$ cat config.mk
export PLATFORM = sky130hd
export DESIGN_NAME = midi_channel_decoder_rpn_core
export DESIGN_NICKNAME = d
export VERILOG_FILES = /design/src/hw/rtl/mcd_pkg.sv /design/src/hw/rtl/mcd_decode.sv /design/src/hw/rtl/midi_channel_decoder_rpn_core.sv
export SDC_FILE = /design/constraint.sdc
export NUM_CORES = 1
export LEC_CHECK = 0
export BUFFER_PORTS_ARGS = -buffer_cell sky130_fd_sc_hd__buf_4
export CAP_MARGIN = 25
export CORE_UTILIZATION = 65
export DETAILED_ROUTE_END_ITERATION = 8
export GPL_ROUTABILITY_DRIVEN = 0
export GPL_TIMING_DRIVEN = 1
export MAX_ROUTING_LAYER = met4
export PLACE_DENSITY = 0.93
export SLEW_MARGIN = 30
export SYNTH_ARGS = -nofsm -noshare
export SYNTH_HDL_FRONTEND = slang
export SYNTH_SLANG_ARGS = --single-unit
$ cat constraint.sdc
create_clock -name i_clk -period 6.8 [get_ports i_clk]
set_clock_uncertainty 0.15 [all_clocks]
set_input_delay 1.36 -clock i_clk [delete_from_list [all_inputs] [get_ports i_clk]]
set_output_delay 1.36 -clock i_clk [all_outputs]
set_load 0.01 [all_outputs]
$ cat src/hw/rtl/mcd_pkg.sv
// shared types and constants for the midi channel decoder with rpn/nrpn assembly
package mcd_pkg;

    // status byte upper nibbles
    localparam logic [3:0] KIND_NOTE_OFF   = 4'h8;
    localparam logic [3:0] KIND_NOTE_ON    = 4'h9;
    localparam logic [3:0] KIND_POLY_PRESS = 4'hA;
    localparam logic [3:0] KIND_CONTROL    = 4'hB;
    localparam logic [3:0] KIND_PROGRAM    = 4'hC;
    localparam logic [3:0] KIND_CHAN_PRESS = 4'hD;
    localparam logic [3:0] KIND_PITCH_BEND = 4'hE;

    // event codes
    localparam logic [3:0] EV_NONE       = 4'd0;
    localparam logic [3:0] EV_NOTE_OFF   = 4'd1;
    localparam logic [3:0] EV_NOTE_ON    = 4'd2;
    localparam logic [3:0] EV_NOTE_ON_V0 = 4'd3;
    localparam logic [3:0] EV_POLY_PRESS = 4'd4;
    localparam logic [3:0] EV_CONTROL    = 4'd5;
    localparam logic [3:0] EV_PROGRAM    = 4'd6;
    localparam logic [3:0] EV_CHAN_PRESS = 4'd7;
    localparam logic [3:0] EV_PITCH_BEND = 4'd8;

    // controller numbers used by the parameter assembler
    localparam logic [6:0] CC_RPN_MSB   = 7'd101;
    localparam logic [6:0] CC_NRPN_MSB  = 7'd99;
    localparam logic [6:0] CC_RPN_LSB   = 7'd100;
    localparam logic [6:0] CC_NRPN_LSB  = 7'd98;
    localparam logic [6:0] CC_ENTRY_MSB = 7'd6;
    localparam logic [6:0] CC_ENTRY_LSB = 7'd38;
    localparam logic [6:0] NULL_BYTE    = 7'd127;

    // assembler steps
    localparam logic [1:0] STEP_IDLE     = 2'd0;
    localparam logic [1:0] STEP_NUM_MSB  = 2'd1;
    localparam logic [1:0] STEP_NUM_LSB  = 2'd2;
    localparam logic [1:0] STEP_ENTRY    = 2'd3;

    localparam int NUM_NOTES = 128;
    localparam int COUNT_W   = 8;

    typedef enum logic [1:0] {
        MODE_IDLE = 2'd0,
        MODE_RPN  = 2'd1,
        MODE_NRPN = 2'd2
    } t_asm_mode;

    typedef struct packed {
        t_asm_mode  mode;
        logic [1:0] step;
        logic [6:0] number_high;
        logic [6:0] number_low;
        logic [6:0] entry_high;
    } t_asm_state;

    typedef struct packed {
        logic [3:0]  event_res;
        logic [6:0]  index;
        logic [13:0] value;
        logic        param_done;
        logic        param_is_nrpn;
        logic [13:0] param_number;
        logic [13:0] param_value;
    } t_decode_res;

    typedef struct packed {
        logic note_set;
        logic note_clr;
    } t_note_op;

endpackage

$ cat src/hw/rtl/mcd_decode.sv
// message decode and rpn/nrpn assembler next-state logic
module mcd_decode
    import mcd_pkg::*;
(
    input  logic [7:0]  i_status,
    input  logic [6:0]  i_data_one,
    input  logic [6:0]  i_data_two,
    input  logic        i_held,
    input  t_asm_state  i_asm,
    output t_asm_state  o_asm,
    output t_decode_res o_res,
    output t_note_op    o_note
);

    logic [3:0]  kind;
    logic [3:0]  ev;
    logic [13:0] val;
    logic        consumed;
    t_asm_state  nxt;

    assign kind = i_status[7:4];

    always_comb begin
        nxt                 = i_asm;
        ev                  = EV_NONE;
        val                 = '0;
        consumed            = 1'b0;
        o_note              = '0;
        o_res               = '0;

        // any non-control message drops the assembler back to idle
        if (kind != KIND_CONTROL) begin
            nxt.mode = MODE_IDLE;
            nxt.step = STEP_IDLE;
        end

        case (kind)
            KIND_NOTE_OFF: begin
                ev              = EV_NOTE_OFF;
                val             = {7'd0, i_data_two};
                o_note.note_clr = i_held;
            end
            KIND_NOTE_ON: begin
                val = {7'd0, i_data_one};
                if (i_data_two != 7'd0) begin
                    ev              = EV_NOTE_ON;
                    o_note.note_set = !i_held;
                end else begin
                    ev              = EV_NOTE_ON_V0;
                    o_note.note_clr = i_held;
                end
            end
            KIND_POLY_PRESS: begin
                ev  = EV_POLY_PRESS;
                val = {7'd0, i_data_two};
            end
            KIND_CONTROL: begin
                // pending entry: finish with lsb or report msb alone
                if (i_asm.step == STEP_ENTRY) begin
                    o_res.param_done    = 1'b1;
                    o_res.param_is_nrpn = (i_asm.mode == MODE_NRPN);
                    o_res.param_number  = {i_asm.number_high, i_asm.number_low};
                    if (i_data_one == CC_ENTRY_LSB) begin
                        o_res.param_value = {i_asm.entry_high, i_data_two};
                        consumed          = 1'b1;
                    end else begin
                        o_res.param_value = {7'd0, i_asm.entry_high};
                    end
                    nxt.mode = MODE_IDLE;
                    nxt.step = STEP_IDLE;
                end
                // sequence tracking
                if (!consumed) begin
                    if (nxt.mode == MODE_IDLE) begin
                        if (i_data_one == CC_RPN_MSB || i_data_one == CC_NRPN_MSB) begin
                            nxt.mode        = (i_data_one == CC_RPN_MSB) ? MODE_RPN
                                                                         : MODE_NRPN;
                            nxt.step        = STEP_NUM_MSB;
                            nxt.number_high = i_data_two;
                            consumed        = 1'b1;
                        end
                    end else if (i_asm.step == STEP_NUM_MSB) begin
                        if ((i_asm.mode == MODE_RPN && i_data_one == CC_RPN_LSB) ||
                            (i_asm.mode == MODE_NRPN && i_data_one == CC_NRPN_LSB)) begin
                            nxt.step       = STEP_NUM_LSB;
                            nxt.number_low = i_data_two;
                            consumed       = 1'b1;
                            if (i_asm.number_high == NULL_BYTE && i_data_two == NULL_BYTE) begin
                                nxt.mode = MODE_IDLE;
                                nxt.step = STEP_IDLE;
                            end
                        end else begin
                            nxt.mode = MODE_IDLE;
                            nxt.step = STEP_IDLE;
                        end
                    end else if (i_asm.step == STEP_NUM_LSB &&
                                 i_data_one == CC_ENTRY_MSB) begin
                        nxt.entry_high = i_data_two;
                        nxt.step       = STEP_ENTRY;
                        consumed       = 1'b1;
                    end else begin
                        nxt.mode = MODE_IDLE;
                        nxt.step = STEP_IDLE;
                    end
                end
                if (!consumed) begin
                    ev  = EV_CONTROL;
                    val = {7'd0, i_data_two};
                end
            end
            KIND_PROGRAM: begin
                ev  = EV_PROGRAM;
                val = {7'd0, i_data_two};
            end
            KIND_CHAN_PRESS: begin
                ev  = EV_CHAN_PRESS;
                val = {7'd0, i_data_two};
            end
            KIND_PITCH_BEND: begin
                ev  = EV_PITCH_BEND;
                val = {i_data_two, i_data_one};
            end
            default: begin
                ev = EV_NONE;
            end
        endcase

        // event fields read as zero when there is no event
        o_res.event_res = ev;
        o_res.index     = (ev != EV_NONE) ? i_data_one : 7'd0;
        o_res.value     = (ev != EV_NONE) ? val : 14'd0;
    end

    assign o_asm = nxt;

endmodule

$ cat src/hw/rtl/midi_channel_decoder_rpn_core.sv
// top level: midi channel decoder with rpn/nrpn assembly and held-note tracking
// flow: an accepted input transaction waits in the input register until the result
//   register is free, then is decoded into the result register and is on the output
// throughput: one transaction per cycle while the output is not stalled, set by the
//   single decode pass between the input register and the result register
// reset: synchronous active-low; clears valids, assembler, held-note bitmap, count
//   and batch tracking; no clearing pass is needed
module midi_channel_decoder_rpn_core
    import mcd_pkg::*;
(
    input  logic        i_clk,
    input  logic        i_rst_n,
    input  logic        i_in_valid,
    output logic        o_in_stall,
    input  logic [7:0]  i_status,
    input  logic [6:0]  i_data_one,
    input  logic [6:0]  i_data_two,
    input  logic        i_batch_end,
    output logic        o_out_valid,
    input  logic        i_out_stall,
    output logic [3:0]  o_event_res,
    output logic [6:0]  o_index,
    output logic [13:0] o_value,
    output logic        o_param_done,
    output logic        o_param_is_nrpn,
    output logic [13:0] o_param_number,
    output logic [13:0] o_param_value,
    output logic        o_active_changed,
    output logic        o_active_level
);

    // input register
    logic        r_in_valid;
    logic [7:0]  r_status;
    logic [6:0]  r_data_one;
    logic [6:0]  r_data_two;
    logic        r_batch_end;

    // decode state
    t_asm_state           r_asm;
    t_asm_state           n_asm;
    logic [NUM_NOTES-1:0] r_note_held;
    logic [COUNT_W-1:0]   r_held_count;
    logic [COUNT_W-1:0]   n_held_count;
    logic                 r_batch_start_active;
    logic                 r_in_batch;

    // result register
    logic        r_out_valid;
    t_decode_res r_res;
    logic        r_active_changed;
    logic        r_active_level;

    t_decode_res dec_res;
    t_note_op    note_op;
    logic        out_free;
    logic        advance;
    logic        start_active;
    logic        now_active;
    logic        active_changed;

    assign out_free   = !r_out_valid || !i_out_stall;
    assign advance    = r_in_valid && out_free;
    assign o_in_stall = r_in_valid && !out_free;

    mcd_decode u_decode (
        .i_status   (r_status),
        .i_data_one (r_data_one),
        .i_data_two (r_data_two),
        .i_held     (r_note_held[r_data_one]),
        .i_asm      (r_asm),
        .o_asm      (n_asm),
        .o_res      (dec_res),
        .o_note     (note_op)
    );

    // held count and batch comparison
    always_comb begin
        n_held_count = r_held_count;
        if (note_op.note_set) begin
            n_held_count = r_held_count + COUNT_W'(1);
        end else if (note_op.note_clr) begin
            n_held_count = r_held_count - COUNT_W'(1);
        end
        start_active   = r_in_batch ? r_batch_start_active : (r_held_count != '0);
        now_active     = (n_held_count != '0);
        active_changed = r_batch_end && (now_active != start_active);
    end

    // input register transaction
    always_ff @(posedge i_clk) begin
        if (!i_rst_n) begin
            r_in_valid <= 1'b0;
        end else if (!o_in_stall) begin
            r_in_valid <= i_in_valid;
        end
        if (i_in_valid && !o_in_stall) begin
            r_status    <= i_status;
            r_data_one  <= i_data_one;
            r_data_two  <= i_data_two;
            r_batch_end <= i_batch_end;
        end
    end

    // state update on each decoded transaction
    always_ff @(posedge i_clk) begin
        if (!i_rst_n) begin
            r_asm                <= '{mode: MODE_IDLE, step: STEP_IDLE, default: '0};
            r_note_held          <= '0;
            r_held_count         <= '0;
            r_batch_start_active <= 1'b0;
            r_in_batch           <= 1'b0;
        end else if (advance) begin
            r_asm                <= n_asm;
            r_held_count         <= n_held_count;
            r_batch_start_active <= start_active;
            r_in_batch           <= !r_batch_end;
            if (note_op.note_set) begin
                r_note_held[r_data_one] <= 1'b1;
            end else if (note_op.note_clr) begin
                r_note_held[r_data_one] <= 1'b0;
            end
        end
    end

    // result register
    always_ff @(posedge i_clk) begin
        if (!i_rst_n) begin
            r_out_valid <= 1'b0;
        end else if (out_free) begin
            r_out_valid <= r_in_valid;
        end
        if (advance) begin
            r_res            <= dec_res;
            r_active_changed <= active_changed;
            r_active_level   <= active_changed && now_active;
        end
    end

    assign o_out_valid      = r_out_valid;
    assign o_event_res      = r_res.event_res;
    assign o_index          = r_res.index;
    assign o_value          = r_res.value;
    assign o_param_done     = r_res.param_done;
    assign o_param_is_nrpn  = r_res.param_is_nrpn;
    assign o_param_number   = r_res.param_number;
    assign o_param_value    = r_res.param_value;
    assign o_active_changed = r_active_changed;
    assign o_active_level   = r_active_level;

    // held count tracks the bitmap population
    a_count_matches: assert property (@(posedge i_clk) disable iff (!i_rst_n)
        32'(r_held_count) == $countones(r_note_held))
        else $error("held count does not match held-note bitmap");

    // assembler mode and step agree
    a_asm_consistent: assert property (@(posedge i_clk) disable iff (!i_rst_n)
        (r_asm.mode == MODE_IDLE) == (r_asm.step == STEP_IDLE))
        else $error("assembler mode and step disagree");

    // level is only reported with a change
    a_level_with_change: assert property (@(posedge i_clk) disable iff (!i_rst_n)
        o_out_valid && !o_active_changed |-> !o_active_level)
        else $error("active level set without active change");

    // a transaction decoded out of the input register is valid on the output next cycle
    a_advance_delivers: assert property (@(posedge i_clk) disable iff (!i_rst_n)
        advance |=> r_out_valid)
        else $error("decoded transaction lost");

endmodule
==> results.toml, run 1 <==
[floorplan]
boundaryPins = 86
die_w_um = 135
die_h_um = 135
start_util = 0.666
rows = 48
coreArea_um2 = 17400
die_area_um2 = 18300

[finish]
area_growth_pct = 11.5
drive_above_1_share = 0.132
nets = 1241
num_antenna_cells = 0

[sta]
maxSlewViolCount = 0
worst_slack_ns = 1.35
period_share = 0.801
hold_violations = 0
tightestPinTransition_ns = 1.05
finalSetupTns_ns = 0
max_slew_margin = 0.297
fin_hold_ws_ns = 0.322
max_freq_mhz = 184
report.final.setup_viol = 0
finalCriticalPeriod_ns = 5.45
rsz0062_at_grt = "no"

[critical_path]
cp_cell_sequence = "nand2b_1 -> o22ai_1 -> o21ai_0 -> a41oi_1 -> nor4_4 -> buf_4 -> mux2_4 -> and2_1 -> nand3_1 -> o21ai_0 -> a21boi_1"
path_common_cell = "o21ai_0"
critPathSlowestCell = "edfxtp_1"
worst-path-buf-inv = 1
arrival_ns = 5.68
r2r_slack_ns = 1.35
start_kind = "flip-flop"
slowest_delay_ns = 0.99
endpoint_kind = "flip-flop"
cp.required_ns = 7.04
crit_type = "reg2reg"
cp_top_family = "simple AND/OR/NAND/NOR gates"
path_max_fanout = 17

[routing]
viasPerCell = 6.90
via_count = 10000
drcViolationCount = 0
drt_wl_total_um = 31900
post_drt_wl_per_cell_um = 22.0
first_pass_iters = 7
drt_first_iter_violations = 1376
ant_nets = 0

[global_route]
antenna_found_initial = 0
grt_pass1_vias = 9483
gr-total-overflow = 0
grt_pass1_wl_um = 49500
grt_max_degree = 95
grt_usage = 0.356

[yosys]
syn_nets = 1214
synth_edf_count = 76
avgSynthCellArea_um2 = 9.77
synth-async-reset-ratio = 0
seq_area_frac_synth = 0.483
yosysUniqueCellTypes = 63
yosys_warnings = 0
ys.flop_type = "dfxtp_1"
ys_ff_latch = 241
synth.cell_area_um2 = 11600
syn-instance-count = 1184

[power]
seq_power_share = 0.502
powerDensity_nw_per_um2 = 237
vdd_ir_drop_max_mv = 0.329
p_total_mw = 3.06
power_frac_clock = 0.435
internal_power_mw = 2.36
power.leakage_nw = 4.53
comb_power_share = 0.063
power.switching_mw = 0.700
switching_share = 0.229

[cts]
holdBufCountCts = 0
clk_pin_slew_worst_paths_ns = 0.06
cts_buffers = 24
post_cts_buffers = 0
clock_sinks = 241
clk_latency_ns = 0.52
cts_resized = 0
h-tree-depth = 1
root_buffer = "clkbuf_16"
cts_tree = "built"
clockBufferDepth = 3

[status]
status = "complete, no violations"

[hold_path]
hold_path_class = "reg2reg"

[place]
numPortBuffers = 81
place_hpwl_um = 18700
dp_slack_ns = 1.68

[flow_run]
drv_cap = 0
## final cells by class
type / instances / area (um^2)
multi-input combinational: 840 / 5500
fill: 1088 / 4460
inverter: 11 / 41.3
clock inverter: 10 / 97.6
sequential: 241 / 5590
clock buffer: 34 / 689
tap: 225 / 282
timing repair buffer: 93 / 698
## cells in the final DEF (no fill, tap or decap), types with 6 or more instances in the layout
master,instances
nand3_1,145
o22ai_1,23
clkbuf_16,25
o21ai_0,55
inv_1,10
a21boi_1,127
nor3_4,8
mux4_2,8
nor3_1,16
mux2i_1,77
edfxtp_1,76
nand4_1,7
a22o_1,7
clkbuf_1,6
a21oi_1,15
nand2_1,56
dfxtp_1,165
xnor2_1,7
nor2_1,37
buf_4,93
o21ai_1,92
nor2b_1,39
and3_1,14
and2_1,32
nand2b_1,10
## metrics by stage
| stage | utilization | cells | instance area (um^2) |
|---|---|---|---|
| final | 0.743 | 1454 | 12900 |
| after global routing | 0.743 | 1454 | 12900 |
| after CTS | 0.742 | 1454 | 12900 |
| after detailed placement | 0.697 | 1410 | 12100 |
| after global placement | 0.697 | 1410 | 12100 |
| after floorplan | - | 1184 | 11600 |
## worst paths after layout
kind | cells after the start | endpoint | startpoint
setup / recovery | 11 | flip-flop | r_data_one[2]$_DFFE_PP_
hold / removal | 2 | flip-flop | flip-flop
setup reg to reg | 11 | flip-flop | r_data_one[2]$_DFFE_PP_
hold reg to reg | 2 | flip-flop | flip-flop
## cells in the mapped netlist (23+ instances only)
library cell,count,share of area
o21ai_0,55,0.024
o22ai_1,23,0.012
dfxtp_1,165,0.29
clkbuf_1,49,0.016
edfxtp_1,76,0.20
nor2_1,37,0.012
nand3_1,145,0.063
mux2i_1,77,0.067
a21boi_1,127,0.082
nor2b_1,40,0.022
and2_1,33,0.018
nand2_1,56,0.018
o21ai_1,92,0.040
## power by group through the flow
stage / clock network, mW / registers, mW / logic [mW]
2_1_floorplan: 0 / 1.56 / 0.123
3_3_place_gp: 0 / 1.56 / 0.181
3_5_place_dp: 0 / 1.57 / 0.184
4_1_cts: 1.33 / 1.54 / 0.187
5_1_grt: 1.39 / 1.54 / 0.200
6_report: 1.33 / 1.54 / 0.192
## routing by layer
layer  global-route usage  vias to the layer above  share of wire
met4                0.177                        0          0.049
met1                0.439                     4718           0.37
met5                    -                        -              0
met2                0.565                      756           0.47
met3               0.0629                      175           0.11
li1                     -                     4390              -
## kinds of logic after synthesis
| logic type | Yosys count | share of synthesized area |
|---|---|---|
| AOI/OAI and AO/OA | 353 | 0.195 |
| xor gates and xnor gates | 8 | 0.00606 |
| adders and majority gates | 3 | 0.00325 |
| buffers and inverters | 103 | 0.0434 |
| DFF | 241 | 0.483 |
| muxes | 90 | 0.0874 |
| and+or+nand+nor | 386 | 0.182 |
## worst min-delay path, stage by stage (launching register included)
cell and delay, ns:
dfxtp_1 0.31, o21ai_0 0.06, a21boi_1 0.06
Note: power is estimated with default switching activity, not from simulation.
==> run 2, diff against run 1 <==
--- a/config.mk
+++ b/config.mk
@@ -7,12 +7,12 @@
 export LEC_CHECK = 0
 export BUFFER_PORTS_ARGS = -buffer_cell sky130_fd_sc_hd__buf_4
 export CAP_MARGIN = 25
-export CORE_UTILIZATION = 65
+export CORE_UTILIZATION = 60
 export DETAILED_ROUTE_END_ITERATION = 8
 export GPL_ROUTABILITY_DRIVEN = 0
 export GPL_TIMING_DRIVEN = 1
 export MAX_ROUTING_LAYER = met4
-export PLACE_DENSITY = 0.93
+export PLACE_DENSITY = 0.88
 export SLEW_MARGIN = 30
 export SYNTH_ARGS = -nofsm -noshare
 export SYNTH_HDL_FRONTEND = slang
==> constraint.sdc (replaced) <==
create_clock -name i_clk -period 5.5 [get_ports i_clk]
set_clock_uncertainty 0.15 [all_clocks]
set_input_delay 1.1 -clock i_clk [delete_from_list [all_inputs] [get_ports i_clk]]
set_output_delay 1.1 -clock i_clk [all_outputs]
set_load 0.01 [all_outputs]
==> results.toml, run 2 (synthesis results as in run 1) <==
[sta]
report.final.setup_viol = 0
max_slew_margin = 0.333
finalCriticalPeriod_ns = 4.32
max_freq_mhz = 232
finalSetupTns_ns = 0
rsz0062_at_grt = "no"
maxSlewViolCount = 0
tightestPinTransition_ns = 1.00
hold_violations = 0
period_share = 0.785

[finish]
num_antenna_cells = 0
final_cell_area_um2 = 13300
utilization = 0.705
area_growth_pct = 14.8
most-common-layout-cells = "dfxtp_1 (165), nand3_1 (145), a21boi_1 (127)"
fill_cells = 1308
drive_above_1_share = 0.154
nets = 1262
final_common_cell = "dfxtp_1"

[global_route]
grt_usage = 0.320
grt_max_degree = 130
grt_pass1_vias = 9443
antenna_found_initial = 0
gr-total-overflow = 0
grt_pass1_wl_um = 49100

[power]
powerDensity_nw_per_um2 = 305
internal_power_mw = 3.14
comb_power_share = 0.060
vdd_ir_drop_max_mv = 0.278
power.leakage_nw = 4.72
power.switching_mw = 0.901
seq_power_share = 0.468
power_frac_clock = 0.472
switching_share = 0.223

[floorplan]
die_w_um = 141
boundaryPins = 86
die_h_um = 141
die_area_um2 = 19800
rows = 50
start_util = 0.614
coreArea_um2 = 18800

[cts]
post_cts_buffers = 0
cts_tree = "built"
holdBufCountCts = 0
clock_sinks = 241
h-tree-depth = 1
clockBufferDepth = 3
root_buffer = "clkbuf_16"
cts_resized = 0
clk_latency_ns = 0.53
cts_buffers = 26
clk_pin_slew_worst_paths_ns = 0.06

[critical_path]
reg2reg_depth = 12
r2r_start = "r_data_one[1]$_DFFE_PP_"
slowest_delay_ns = 0.80
crit_type = "reg2reg"
start_kind = "flip-flop"
path_max_fanout = 13
arrival_ns = 4.61
critPathSlowestCell = "or2_0"
worst-path-buf-inv = 2
cp_top_family = "simple AND/OR/NAND/NOR gates"
endpoint_kind = "flip-flop"
path_common_cell = "buf_4"
cp_cell_sequence = "buf_4 -> or2_0 -> o22ai_1 -> o21ai_0 -> a41oi_1 -> nor4_4 -> mux2_4 -> nand2_4 -> nor3_4 -> buf_4 -> nand3_1 -> a21boi_1"
crit_start = "r_data_one[1]$_DFFE_PP_"
cp.required_ns = 5.80
cp.depth = 12

[status]
status = "complete, no violations"

[routing]
drt_first_iter_violations = 1132
viasPerCell = 6.54
ant_nets = 0
drt_wl_total_um = 30800
via_count = 9869
post_drt_wl_per_cell_um = 20.4
drcViolationCount = 0
first_pass_iters = 6

[place]
place_hpwl_um = 18300
placed_cell_area_um2 = 12300
numPortBuffers = 81

[hold_path]
hold_path_class = "reg2reg"
whs_path_depth = 2

[flow_run]
drv_cap = 0
==> run 2: per-layer routing <==
layer,part of all wire,track usage,wire [um]
met4,0.036,0.138,1120
met5,0,-,0
met2,0.47,0.509,14400
met1,0.39,0.404,12100
met3,0.10,0.0550,3170
==> run 2: final cells by class <==
cell class	instances	area (um^2)	share of cell area
clock buffer	35	788	0.0594
timing repair buffer	112	870	0.0655
clock inverter	11	159	0.0120
inverter	11	41.3	0.00311
tap	260	325	0.0245
multi-input combinational	840	5510	0.415
sequential	241	5590	0.421
==> run 2: path summary, 6_finish.rpt <==
kind / end / slack, ns
worst min register to register: flip-flop / 0.32
worst max-delay path: flip-flop / 1.18
worst min-delay path: flip-flop / 0.32
worst max register to register: flip-flop / 1.18
==> run 2: power groups by stage <==
stage	clock network [mW]	logic [mW]	registers [mW]
floorplan	0	0.152	1.93
global placement	0	0.230	1.93
detailed placement	0	0.234	1.93
CTS	1.91	0.235	1.89
global route	1.99	0.254	1.90
finish	1.91	0.241	1.89
==> run 2: worst register-to-register path, stage by stage (launching register included) <==
cell      delay, ns
edfxtp_1       0.32
buf_4          0.24
or2_0          0.80
o22ai_1        0.17
o21ai_0        0.35
a41oi_1        0.23
nor4_4         0.42
mux2_4         0.25
nand2_4        0.16
nor3_4         0.53
buf_4          0.29
nand3_1        0.11
a21boi_1       0.22
==> run 2: metrics by stage <==
stage / hold slack [ns] / cells / setup WS [ns] / total power [mW]
global route: 0.342 / 1510 / 1.02 / 4.14
CTS: 0.323 / 1510 / 1.31 / 4.04
detailed placement: 0.313 / 1464 / 1.36 / 2.17
floorplan: 0.295 / 1184 / 1.16 / 2.08
global placement: 0.304 / 1464 / 1.40 / 2.16
finish: 0.323 / 1510 / 1.18 / 4.05
==> run 3, diff against run 2 <==
--- a/config.mk
+++ b/config.mk
@@ -7,12 +7,12 @@
 export LEC_CHECK = 0
 export BUFFER_PORTS_ARGS = -buffer_cell sky130_fd_sc_hd__buf_4
 export CAP_MARGIN = 25
-export CORE_UTILIZATION = 60
+export CORE_UTILIZATION = 55
 export DETAILED_ROUTE_END_ITERATION = 8
 export GPL_ROUTABILITY_DRIVEN = 0
 export GPL_TIMING_DRIVEN = 1
 export MAX_ROUTING_LAYER = met4
-export PLACE_DENSITY = 0.88
+export PLACE_DENSITY = 0.85
 export SLEW_MARGIN = 30
 export SYNTH_ARGS = -nofsm -noshare
 export SYNTH_HDL_FRONTEND = slang
==> constraint.sdc (replaced) <==
create_clock -name i_clk -period 3.7 [get_ports i_clk]
set_clock_uncertainty 0.15 [all_clocks]
set_input_delay 0.74 -clock i_clk [delete_from_list [all_inputs] [get_ports i_clk]]
set_output_delay 0.74 -clock i_clk [all_outputs]
set_load 0.01 [all_outputs]
==> results.toml, run 3 (synthesis results as in run 1) <==
[global_route]
grt_pass1_vias = 9401
grt_usage = 0.297
grt_max_degree = 129
grt_pass1_wl_um = 49200
antenna_found_initial = 0
gr-total-overflow = 0

[floorplan]
die_w_um = 147
die_area_um2 = 21600
coreArea_um2 = 20400
boundaryPins = 86
rows = 52
start_util = 0.566
die_h_um = 147

[routing]
viasPerCell = 6.43
drcViolationCount = 0
drt_wl_total_um = 32700
post_drt_wl_per_cell_um = 20.8
drt_first_iter_violations = 1256
first_pass_iters = 5
via_count = 10100
ant_nets = 0

[sta]
period_share = 0.994
finalCriticalPeriod_ns = 3.68
max_freq_mhz = 272
worst_slack_ns = 0.0219
finalSetupTns_ns = 0
fin_hold_ws_ns = 0.243
rsz0062_at_grt = "yes"
report.final.setup_viol = 0
hold_violations = 0
max_slew_margin = 0.345
tightestPinTransition_ns = 0.976
maxSlewViolCount = 0

[critical_path]
arrival_ns = 3.97
slowest_delay_ns = 0.41
cp.required_ns = 3.99
worst-path-buf-inv = 5
cp_top_family = "simple AND/OR/NAND/NOR gates"
path_max_fanout = 10
path_common_cell = "buf_12"
start_kind = "flip-flop"
critPathSlowestCell = "edfxtp_1"
crit_type = "reg2reg"
endpoint_kind = "flip-flop"
cp_cell_sequence = "buf_12 -> buf_12 -> buf_16 -> mux2i_1 -> o22ai_2 -> o41ai_2 -> nor4_2 -> nor4_4 -> buf_12 -> mux2_4 -> and2_2 -> nand3_1 -> buf_6 -> o21ai_0 -> a21boi_1"

[place]
numPortBuffers = 81
dp_slack_ns = -0.0431
place_hpwl_um = 20000

[status]
status = "complete, no violations"

[finish]
most-common-layout-cells = "dfxtp_1 (165), nand3_1 (143), buf_4 (139)"
nets = 1316
area_growth_pct = 20.0
final_common_cell = "dfxtp_1"
num_antenna_cells = 0
fill_cells = 1476
drive_above_1_share = 0.196

[power]
power.leakage_nw = 5.01
powerDensity_nw_per_um2 = 406
vdd_ir_drop_max_mv = 0.338
p_total_mw = 5.64

[cts]
clk_latency_ns = 0.52
clockBufferDepth = 3
clk_pin_slew_worst_paths_ns = 0.06
cts_buffers = 24
h-tree-depth = 1
holdBufCountCts = 0
cts_tree = "built"
clock_sinks = 241
root_buffer = "clkbuf_16"

[hold_path]
hold_path_class = "in2reg"

[flow_run]
drv_cap = 0
[run 3: changes by cell type in the layout (fill, tap and decap cells not counted), moves of 7 or more]
cell / previous run / this run
buf_6: 1 / 9
o21ai_0: 55 / 48
buf_4: 109 / 139
o21ai_1: 92 / 99
buf_12: 2 / 16
[run 3: layout make-up]
| cell class | count | area, um^2 | share of cell area |
|---|---|---|---|
| multi-input combinational | 840 | 5590 | 0.403 |
| inverter | 11 | 41.3 | 0.00297 |
| sequential | 241 | 5590 | 0.402 |
| clock inverter | 10 | 76.3 | 0.00550 |
| tap | 270 | 338 | 0.0243 |
| clock buffer | 34 | 699 | 0.0504 |
| timing repair buffer | 168 | 1550 | 0.112 |
[run 3: layer usage]
metal,vias up,global-route usage,routed length (um)
met5,-,-,0
met4,0,0.141,1520
met3,148,0.0547,3370
met2,634,0.482,15500
met1,4790,0.357,12300
li1,4554,-,-
[run 3: through the flow]
stage	util	cells	instance area (um^2)
2_1_floorplan	-	1184	11600
3_3_place_gp	0.626	1514	12800
3_5_place_dp	0.626	1514	12800
4_1_cts	0.667	1561	13600
5_1_grt	0.679	1574	13900
6_report	0.679	1574	13900
[run 3: where the power goes]
part	internal (mW)	total [mW]	switching (mW)	leakage [nW]
combinational	0.183	0.433	0.249	2.56
clock	1.38	2.40	1.01	0.386
sequential	2.77	2.81	0.0361	2.06
[run 3: what timing repair did]
| item | 4_1_cts | 5_1_grt |
|---|---|---|
| cloned | 0 | 3 |
| pin swaps | 0 | 3 |
| resized for setup | 5 | 29 |
| setup buffers | 3 | 10 |
| setup endpoints to repair | 107 | 128 |
[run 3: final timing paths]
kind,startpoint,end,slack (ns),cells after the start
worst max-delay path,r_data_one[0]$_DFFE_PP_,flip-flop,0.02,15
worst min-delay path,i_batch_end,r_batch_end$_DFFE_PP_,0.24,1
worst max register to register,r_data_one[0]$_DFFE_PP_,flip-flop,0.02,15
worst min register to register,flip-flop,flip-flop,0.32,2
